### src/hw/rtl/tgr_pkg.sv
package tgr_pkg;

   // function codes of an input transaction
   localparam logic [1:0] FUNC_LOAD   = 2'd0;
   localparam logic [1:0] FUNC_MOVE   = 2'd1;
   localparam logic [1:0] FUNC_RENDER = 2'd2;

   // configuration register indexes
   localparam logic CSR_DRAW_COLOR  = 1'b0;
   localparam logic CSR_PIXEL_SCALE = 1'b1;

   // character set
   localparam logic [7:0] FIRST_CODE   = 8'd32;
   localparam logic [7:0] LAST_CODE    = 8'd126;
   localparam logic [7:0] NEWLINE_CODE = 8'd10;
   localparam int         GLYPH_COUNT  = 95;
   localparam int         BITMAP_BITS  = 15;

   // clamp an 18-bit signed sum to the 16-bit coordinate range
   function automatic logic signed [15:0] sat16(input logic signed [17:0] v);
      logic signed [15:0] r;
      if (v > 18'sd32767) begin
         r = 16'sh7FFF;
      end else if (v < -18'sd32768) begin
         r = 16'sh8000;
      end else begin
         r = v[15:0];
      end
      return r;
   endfunction

   // cursor plus a small unsigned offset, saturated
   function automatic logic signed [15:0] add_sat(input logic signed [15:0] base,
                                                  input logic [6:0] ofs);
      logic signed [17:0] sum;
      sum = $signed({{2{base[15]}}, base}) + $signed({11'd0, ofs});
      return sat16(sum);
   endfunction

endpackage

### src/hw/rtl/text_glyph_rasterizer.sv
// text_glyph_rasterizer: bitmap font character generator
//
// req channel (req_valid / req_stall) carries one transaction per command:
//   load  stores a 16-bit glyph word for codes 32..126 in the glyph memory
//   move  sets cursor and line start column
//   render draws one character byte at the cursor and advances it
// rsp channel (rsp_valid / rsp_stall) carries one pixel per transaction with
// the current draw color; last_pixel marks the final pixel of a character
// csr port writes draw_color (index 0) and pixel_scale (index 1) at any
// cycle with csr_write_enable high
// load, move, newline, space and unprintable codes finish in the idle state
// a printable character reads the glyph memory and latches the glyph in the
// read state, then walks each bitmap position up to its last set dot and
// sends scale*scale sub-pixels for every set dot; the pace is set by the
// single pixel output register, at most one pixel per cycle while rsp_stall
// is low
// a pending pixel waits in the output register while rsp_stall is high and
// the walk holds at its set dot; the next command is taken even while it waits
// reset clears cursor, line start, draw color and both channels, sets
// pixel_scale to 1; glyph memory contents stay undefined until loaded
module text_glyph_rasterizer #(
   parameter int GLYPH_WIDTH  = 3,
   parameter int GLYPH_HEIGHT = 5,
   parameter int CHAR_ADVANCE = 4,
   parameter int MAX_SCALE    = 2
) (
   input  logic               clock,
   input  logic               reset,
   // command channel
   input  logic               req_valid,
   output logic               req_stall,
   input  logic [1:0]         req_func,
   input  logic [7:0]         req_char_code,
   input  logic [15:0]        req_glyph_word,
   input  logic signed [15:0] req_pos_x,
   input  logic signed [15:0] req_pos_y,
   // pixel channel
   output logic               rsp_valid,
   input  logic               rsp_stall,
   output logic signed [15:0] rsp_pixel_x,
   output logic signed [15:0] rsp_pixel_y,
   output logic [31:0]        rsp_pixel_color,
   output logic               rsp_last_pixel,
   // configuration writes
   input  logic               csr_write_enable,
   input  logic               csr_index,
   input  logic [31:0]        csr_write_data
);

   // bitmap positions actually drawn
   localparam int BITS = (GLYPH_WIDTH * GLYPH_HEIGHT < tgr_pkg::BITMAP_BITS) ?
                         GLYPH_WIDTH * GLYPH_HEIGHT : tgr_pkg::BITMAP_BITS;
   localparam logic [14:0] BIT_MASK = 15'((32'd1 << BITS) - 32'd1);
   localparam int GX_W = $clog2(GLYPH_WIDTH + 1);
   localparam int GY_W = $clog2(GLYPH_HEIGHT + 1);

   // sequencer states
   localparam logic [1:0] ST_IDLE = 2'd0;
   localparam logic [1:0] ST_READ = 2'd1;
   localparam logic [1:0] ST_WALK = 2'd2;

   // configuration
   logic [31:0]        draw_color_ff;
   logic [1:0]         pixel_scale_ff;
   logic [1:0]         scale;

   // glyph memory, one synchronous read port and one write port
   logic [15:0]        glyph_mem [tgr_pkg::GLYPH_COUNT];
   logic [15:0]        mem_rdata_ff;
   logic               mem_we;
   logic               mem_re;
   logic [6:0]         mem_addr;

   // sequencer and cursor state
   logic [1:0]         state_ff, state_in;
   logic signed [15:0] cur_col_ff, cur_col_in;
   logic signed [15:0] cur_row_ff, cur_row_in;
   logic signed [15:0] line_col_ff, line_col_in;
   logic [14:0]        glyph_ff, glyph_in;
   logic               drop_ff, drop_in;
   logic [3:0]         bit_ff, bit_in;
   logic [GX_W-1:0]    gx_ff, gx_in;
   logic [GY_W-1:0]    gy_ff, gy_in;
   logic [1:0]         sx_ff, sx_in;
   logic [1:0]         sy_ff, sy_in;

   // pixel output register
   logic               rsp_valid_ff, rsp_valid_in;
   logic signed [15:0] rsp_x_ff, rsp_x_in;
   logic signed [15:0] rsp_y_ff, rsp_y_in;
   logic [31:0]        rsp_color_ff, rsp_color_in;
   logic               rsp_last_ff, rsp_last_in;

   // walk helpers
   logic               req_take;
   logic               out_free;
   logic               bit_set;
   logic               more_dots;
   logic               sx_end;
   logic               sy_end;
   logic               last_sub;
   logic [6:0]         ofs_x;
   logic [6:0]         ofs_y;
   logic [6:0]         advance;
   logic [14:0]        read_bits;

   // effective scale: zero acts as one, clamp to the maximum
   always_comb begin
      if (pixel_scale_ff == 2'd0) begin
         scale = 2'd1;
      end else if (32'(pixel_scale_ff) > MAX_SCALE) begin
         scale = 2'(MAX_SCALE);
      end else begin
         scale = pixel_scale_ff;
      end
   end

   assign req_stall = (state_ff != ST_IDLE);
   assign req_take  = req_valid && !req_stall;
   assign out_free  = !rsp_valid_ff || !rsp_stall;

   assign bit_set   = glyph_ff[bit_ff];
   assign more_dots = ((glyph_ff >> bit_ff) >> 1) != 15'd0;
   assign sx_end    = (sx_ff == scale - 2'd1);
   assign sy_end    = (sy_ff == scale - 2'd1);
   assign last_sub  = sx_end && sy_end;

   // pixel offsets inside the character cell
   assign ofs_x   = 7'(gx_ff) * 7'(scale) + 7'(sx_ff);
   assign ofs_y   = 7'(gy_ff) * 7'(scale) + 7'(sy_ff) + (drop_ff ? 7'(scale) : 7'd0);
   assign advance = 7'(CHAR_ADVANCE) * 7'(scale);

   assign read_bits = mem_rdata_ff[14:0] & BIT_MASK;

   // memory port control
   assign mem_addr = 7'(req_char_code - tgr_pkg::FIRST_CODE);
   always_comb begin
      mem_we = 1'b0;
      mem_re = 1'b0;
      if (req_take && req_func == tgr_pkg::FUNC_LOAD &&
          (req_char_code inside {[tgr_pkg::FIRST_CODE:tgr_pkg::LAST_CODE]})) begin
         mem_we = 1'b1;
      end
      if (req_take && req_func == tgr_pkg::FUNC_RENDER &&
          (req_char_code inside {[tgr_pkg::FIRST_CODE + 8'd1:tgr_pkg::LAST_CODE]})) begin
         mem_re = 1'b1;
      end
   end

   always_ff @(posedge clock) begin
      if (mem_we) begin
         glyph_mem[mem_addr] <= req_glyph_word;
      end
      if (mem_re) begin
         mem_rdata_ff <= glyph_mem[mem_addr];
      end
   end

   // sequencer
   always_comb begin
      state_in     = state_ff;
      cur_col_in   = cur_col_ff;
      cur_row_in   = cur_row_ff;
      line_col_in  = line_col_ff;
      glyph_in     = glyph_ff;
      drop_in      = drop_ff;
      bit_in       = bit_ff;
      gx_in        = gx_ff;
      gy_in        = gy_ff;
      sx_in        = sx_ff;
      sy_in        = sy_ff;
      rsp_valid_in = rsp_valid_ff && rsp_stall;
      rsp_x_in     = rsp_x_ff;
      rsp_y_in     = rsp_y_ff;
      rsp_color_in = rsp_color_ff;
      rsp_last_in  = rsp_last_ff;

      case (state_ff)
         ST_IDLE: begin
            if (req_take) begin
               case (req_func)
                  tgr_pkg::FUNC_MOVE: begin
                     cur_col_in  = req_pos_x;
                     line_col_in = req_pos_x;
                     cur_row_in  = req_pos_y;
                  end
                  tgr_pkg::FUNC_RENDER: begin
                     if (req_char_code == tgr_pkg::NEWLINE_CODE) begin
                        cur_row_in = tgr_pkg::add_sat(cur_row_ff,
                                        7'(GLYPH_HEIGHT + 2) * 7'(scale));
                        cur_col_in = line_col_ff;
                     end else if (mem_re) begin
                        // printable: fetch the glyph and start the walk
                        state_in = ST_READ;
                        bit_in   = 4'd0;
                        gx_in    = '0;
                        gy_in    = '0;
                        sx_in    = 2'd0;
                        sy_in    = 2'd0;
                     end else begin
                        cur_col_in = tgr_pkg::add_sat(cur_col_ff, advance);
                     end
                  end
                  default: begin
                     // load goes straight to memory, unknown func is dropped
                  end
               endcase
            end
         end
         ST_READ: begin
            glyph_in = read_bits;
            drop_in  = mem_rdata_ff[15];
            if (read_bits == 15'd0) begin
               // empty glyph: no pixels
               cur_col_in = tgr_pkg::add_sat(cur_col_ff, advance);
               state_in   = ST_IDLE;
            end else begin
               state_in = ST_WALK;
            end
         end
         ST_WALK: begin
            if (bit_set && out_free) begin
               rsp_valid_in = 1'b1;
               rsp_x_in     = tgr_pkg::add_sat(cur_col_ff, ofs_x);
               rsp_y_in     = tgr_pkg::add_sat(cur_row_ff, ofs_y);
               rsp_color_in = draw_color_ff;
               rsp_last_in  = last_sub && !more_dots;
            end
            if (bit_set && out_free && last_sub && !more_dots) begin
               cur_col_in = tgr_pkg::add_sat(cur_col_ff, advance);
               state_in   = ST_IDLE;
            end else if (bit_set && out_free && !sx_end) begin
               sx_in = sx_ff + 2'd1;
            end else if (bit_set && out_free && !sy_end) begin
               sx_in = 2'd0;
               sy_in = sy_ff + 2'd1;
            end else if (!bit_set || out_free) begin
               // move on to the next bitmap position
               sx_in  = 2'd0;
               sy_in  = 2'd0;
               bit_in = bit_ff + 4'd1;
               if (32'(gx_ff) == GLYPH_WIDTH - 1) begin
                  gx_in = '0;
                  gy_in = gy_ff + GY_W'(1);
               end else begin
                  gx_in = gx_ff + GX_W'(1);
               end
            end
         end
         default: begin
            state_in = ST_IDLE;
         end
      endcase
   end

   always_ff @(posedge clock) begin
      if (reset) begin
         state_ff       <= ST_IDLE;
         cur_col_ff     <= '0;
         cur_row_ff     <= '0;
         line_col_ff    <= '0;
         rsp_valid_ff   <= 1'b0;
         draw_color_ff  <= '0;
         pixel_scale_ff <= 2'd1;
      end else begin
         state_ff     <= state_in;
         cur_col_ff   <= cur_col_in;
         cur_row_ff   <= cur_row_in;
         line_col_ff  <= line_col_in;
         rsp_valid_ff <= rsp_valid_in;
         if (csr_write_enable) begin
            case (csr_index)
               tgr_pkg::CSR_DRAW_COLOR:  draw_color_ff  <= csr_write_data;
               tgr_pkg::CSR_PIXEL_SCALE: pixel_scale_ff <= csr_write_data[1:0];
               default: begin
               end
            endcase
         end
      end
   end

   // walk and payload registers
   always_ff @(posedge clock) begin
      glyph_ff     <= glyph_in;
      drop_ff      <= drop_in;
      bit_ff       <= bit_in;
      gx_ff        <= gx_in;
      gy_ff        <= gy_in;
      sx_ff        <= sx_in;
      sy_ff        <= sy_in;
      rsp_x_ff     <= rsp_x_in;
      rsp_y_ff     <= rsp_y_in;
      rsp_color_ff <= rsp_color_in;
      rsp_last_ff  <= rsp_last_in;
   end

   assign rsp_valid       = rsp_valid_ff;
   assign rsp_pixel_x     = rsp_x_ff;
   assign rsp_pixel_y     = rsp_y_ff;
   assign rsp_pixel_color = rsp_color_ff;
   assign rsp_last_pixel  = rsp_last_ff;

   // the walk never runs past the drawable bitmap
   a_bit_in_range: assert property (@(posedge clock) disable iff (reset)
      state_ff == ST_WALK |-> 32'(bit_ff) < BITS)
      else $error("glyph walk past last bitmap position");

   // a set dot always lies at or ahead of the walk position
   a_dot_ahead: assert property (@(posedge clock) disable iff (reset)
      state_ff == ST_WALK |-> (glyph_ff >> bit_ff) != 15'd0)
      else $error("glyph walk with no set dot left");

   // sub-pixel counters stay below the scale
   a_sub_in_range: assert property (@(posedge clock) disable iff (reset)
      state_ff == ST_WALK |-> (sx_ff < scale && sy_ff < scale))
      else $error("sub-pixel counter out of range");

   // the final pixel of a character returns the sequencer to idle
   a_last_ends: assert property (@(posedge clock) disable iff (reset)
      (state_ff == ST_WALK && rsp_valid_in && !(rsp_valid_ff && rsp_stall) &&
       rsp_last_in) |=> state_ff == ST_IDLE)
      else $error("walk continued after last pixel");

endmodule

### config.mk
export PLATFORM = sky130hd
export DESIGN_NAME = text_glyph_rasterizer
export DESIGN_NICKNAME = d
export VERILOG_FILES = /design/src/hw/rtl/tgr_pkg.sv /design/src/hw/rtl/text_glyph_rasterizer.sv
export SDC_FILE = /design/constraint.sdc
export NUM_CORES = 2
export LEC_CHECK = 0
export BUFFER_PORTS_ARGS = -buffer_cell sky130_fd_sc_hd__buf_2
export CORE_UTILIZATION = 35
export DETAILED_ROUTE_END_ITERATION = 8
export PLACE_DENSITY = 0.48
export SYNTH_ARGS = -nofsm -noshare
export SYNTH_HDL_FRONTEND = slang
export SYNTH_SLANG_ARGS = --single-unit
### constraint.sdc
create_clock -name clock -period 13.1 [get_ports clock]
set_input_delay 1.965 -clock clock [delete_from_list [all_inputs] [get_ports clock]]
set_output_delay 1.965 -clock clock [all_outputs]
set_load 0.005 [all_outputs]
==> results_dict.tcl <==
set metrics [dict create \
    grt_pass1_vias 34700 \
    io_buffer_count 162 \
    numCtsBuffers 181 \
    stdcell_area_mm2 0.0781 \
    mostFrequentLayoutCells "edfxtp_1, mux4_2, nand2_1, clkbuf_16, buf_4" \
    antenna_left 0 \
    multi_input_area_mm2 0.0164 \
    cts_resized 0 \
    start_util_pct 35.3 \
    power_frac_seq_pct 52.3 \
    worstSetupStartpointType "primary input" \
    powerDensity_mw_per_mm2 148 \
    dp_hpwl_um 102000 \
    cp.arrival_ns 6.22 \
    synth_cell_type_count 76 \
    final_common_cell "edfxtp_1" \
    wire_per_inst_um 28.0 \
    grt_usage_pct 18.3 \
    synth_area_per_cell_um2 19.9 \
    overflow 0 \
    synth_top_cell_area_share_pct 72.0 \
    outcome "completed" \
    rows 161 \
    slew-limit-headroom_pct 12.2 \
    hold_viol 0 \
    tritoncts "done" \
    place_congestion 0.783 \
    dieArea_mm2 0.196 \
    internal-power_w 0.00902 \
    max_freq_mhz 175 \
    drv_slew 0 \
    peakVddDrop_uv 113 \
    drc 0 \
    clk_latency_ns 0.80 \
    timing.hold.ws_ns 0.426 \
    synth.ff_latch_count 1714 \
    setup-tns-final_ns 0 \
    io-pin-count 163 \
    cellLeakagePower_nw 24.7 \
    pwr-share-clk_pct 42.8 \
    fp.coreArea_mm2 0.193 \
    fin_cells 6392 \
    crit_type "primary input to flip-flop" \
    clockRootBuffer "clkbuf_16" \
    hp-class "flip-flop to flip-flop" \
    grt_pass1_wl_um 259000 \
    setup_viol 0 \
    rsz0062_at_grt "no" \
    combinationalPowerShare_pct 4.9 \
    fin_util_pct 40.5 \
    startpoint "req_char_code[0]" \
    worst_pin_slew_ns 1.32 \
    cts_max_level 4 \
    synth_edf_count 1630 \
    dieWidth_um 443 \
    clk_pin_slew_ns 0.06 \
    end_kind "flip-flop" \
    async_flop_share_pct 0 \
    holdBufCountCts 0 \
    post-cts-setup-buffers 0 \
    fin_nets 3854 \
    grt_max_degree 118 \
    firstDrtPassIters 5 \
    drt-initial-drc-count 3274 \
    finClkSkew_ns 0.0397 \
    syn_to_final_growth_pct 14.9 \
    placed_area_mm2 0.0724 \
    via_per_inst 5.30 \
    min_path_cells 0 \
    yosys.area.top_type "edfxtp_1" \
    yosys_most_used_dff "edfxtp_1" \
    fill_cells 17200 \
    clock_path_buffers 3 \
    syn_area_mm2 0.0680 \
    synth_nets 3559 \
    min_period_over_period_pct 43.6 \
    p_sw_w 0.00251 \
    routed_wl_um 179000 \
    regArea_mm2 0.0506 \
    drive_above_1_share_pct 28.0 \
    reg2reg_from "pixel_scale_ff[1]" \
    yosys-top-cells-area "edfxtp_1, mux4_2, dfxtp_1" \
    netSwitchingFraction_pct 21.7 \
    reg2reg_depth 16 \
    ys_warn_count 0 \
    antenna_found_initial 8 \
    min_period_ns 5.71 \
    crit_fanout 45 \
    maxCapViolations 0 \
    fp.dieH_um 443 \
    vias 33900 \
    syn_inst 3414 \
    placedCellCount 6052 \
    hold_start "draw_color_ff[22]" \
    cts_sinks 1714 \
    crit_required_ns 13.60 \
    ys_seq_area_share_pct 74.5 \
]
path summary, 6_finish.rpt:
kind | slack (ns) | to
max | 7.39 | mem_rdata_ff[13]
min reg2reg | 0.43 | rsp_pixel_color[22]
min | 0.43 | rsp_pixel_color[22]
max reg2reg | 8.11 | rsp_pixel_y[10]
synthesized netlist by cell type, types with 21 or more instances:
| cell | instances |
|---|---|
| mux2i_1 | 30 |
| edfxtp_1 | 1630 |
| xnor2_1 | 23 |
| dfxtp_1 | 84 |
| buf_1 | 24 |
| nor2_1 | 167 |
| o21ai_0 | 56 |
| a21oi_1 | 112 |
| mux4_2 | 466 |
| nand2_1 | 231 |
| nor2b_1 | 49 |
| clkbuf_1 | 102 |
| nand4_1 | 24 |
| buf_2 | 40 |
| xor2_1 | 24 |
| nor3_1 | 21 |
| inv_1 | 43 |
| a31oi_1 | 29 |
| ha_1 | 42 |
| nand3_1 | 45 |
cell type report:
class,count,share of cell area [%]
Multi-Input combinational cell,1466,21.1
Sequential cell,1714,64.8
Inverter,45,0.216
Antenna cell,5,0.0160
Tap cell,2526,4.05
Clock buffer,241,6.28
Clock inverter,94,1.01
Timing Repair Buffer,301,2.53
kinds of logic (layout without fill, tap and decap cells):
kind of cell | Yosys count | in the layout | synth area share [%]
compound gates | 282 | 282 | 2.55
xor+xnor | 47 | 47 | 0.606
fa+ha+maj | 49 | 49 | 0.979
buf+inv | 234 | 681 | 1.53
flops | 1714 | 1714 | 74.5
mux | 501 | 501 | 16.0
other cells | 1 | 6 | 0.00552
simple gates | 586 | 586 | 3.88
stage by stage:
| stage | total power (W) | worst slack, ns |
|---|---|---|
| after floorplan | 0.00647 | 8.22 |
| after global placement | 0.00671 | 6.28 |
| after detailed placement | 0.00671 | 6.35 |
| after CTS | 0.0117 | 7.23 |
| after global routing | 0.0119 | 7.03 |
| final | 0.0115 | 7.39 |
per-layer routing:
metal  part of all wire (%)  track usage, %  vias up
li1                       -               -    14500
met2                     48            29.8      965
met4                    1.9            4.10        2
met3                    5.0            2.80      226
met5                 0.0073               0        -
met1                     45            25.9    18100
worst max-delay path, stage by stage:
cell	delay, ns
buf_8	0.38
buf_4	0.83
buf_4	0.81
mux4_2	0.60
mux4_2	0.49
a31oi_1	0.73
nand4_1	0.16
registers in the layout, summed over array words and instances (netlist names):
name / flops
mem_rdata_ff: 16
rsp_pixel_color: 32
rsp_last_pixel: 1
draw_color_ff: 32
sx_ff: 2
state_ff: 2
rsp_pixel_y: 16
rsp_pixel_x: 16
gx_ff: 2
pixel_scale_ff: 1
cur_col_ff: 16
drop_ff: 1
line_col_ff: 16
glyph_ff: 15
bit_ff: 4
gy_ff: 3
glyph_mem: 1520
cur_row_ff: 16
sy_ff: 2
rsp_valid: 1
power by group through the flow:
stage	registers, W	logic, W	clock network, W
after floorplan	0.00613	0.000335	0
after global placement	0.00614	0.000571	0
after detailed placement	0.00614	0.000572	0
after CTS	0.00603	0.000574	0.00506
after global routing	0.00603	0.000608	0.00527
final	0.00603	0.000563	0.00494
Power figures use the tool's default switching activity.
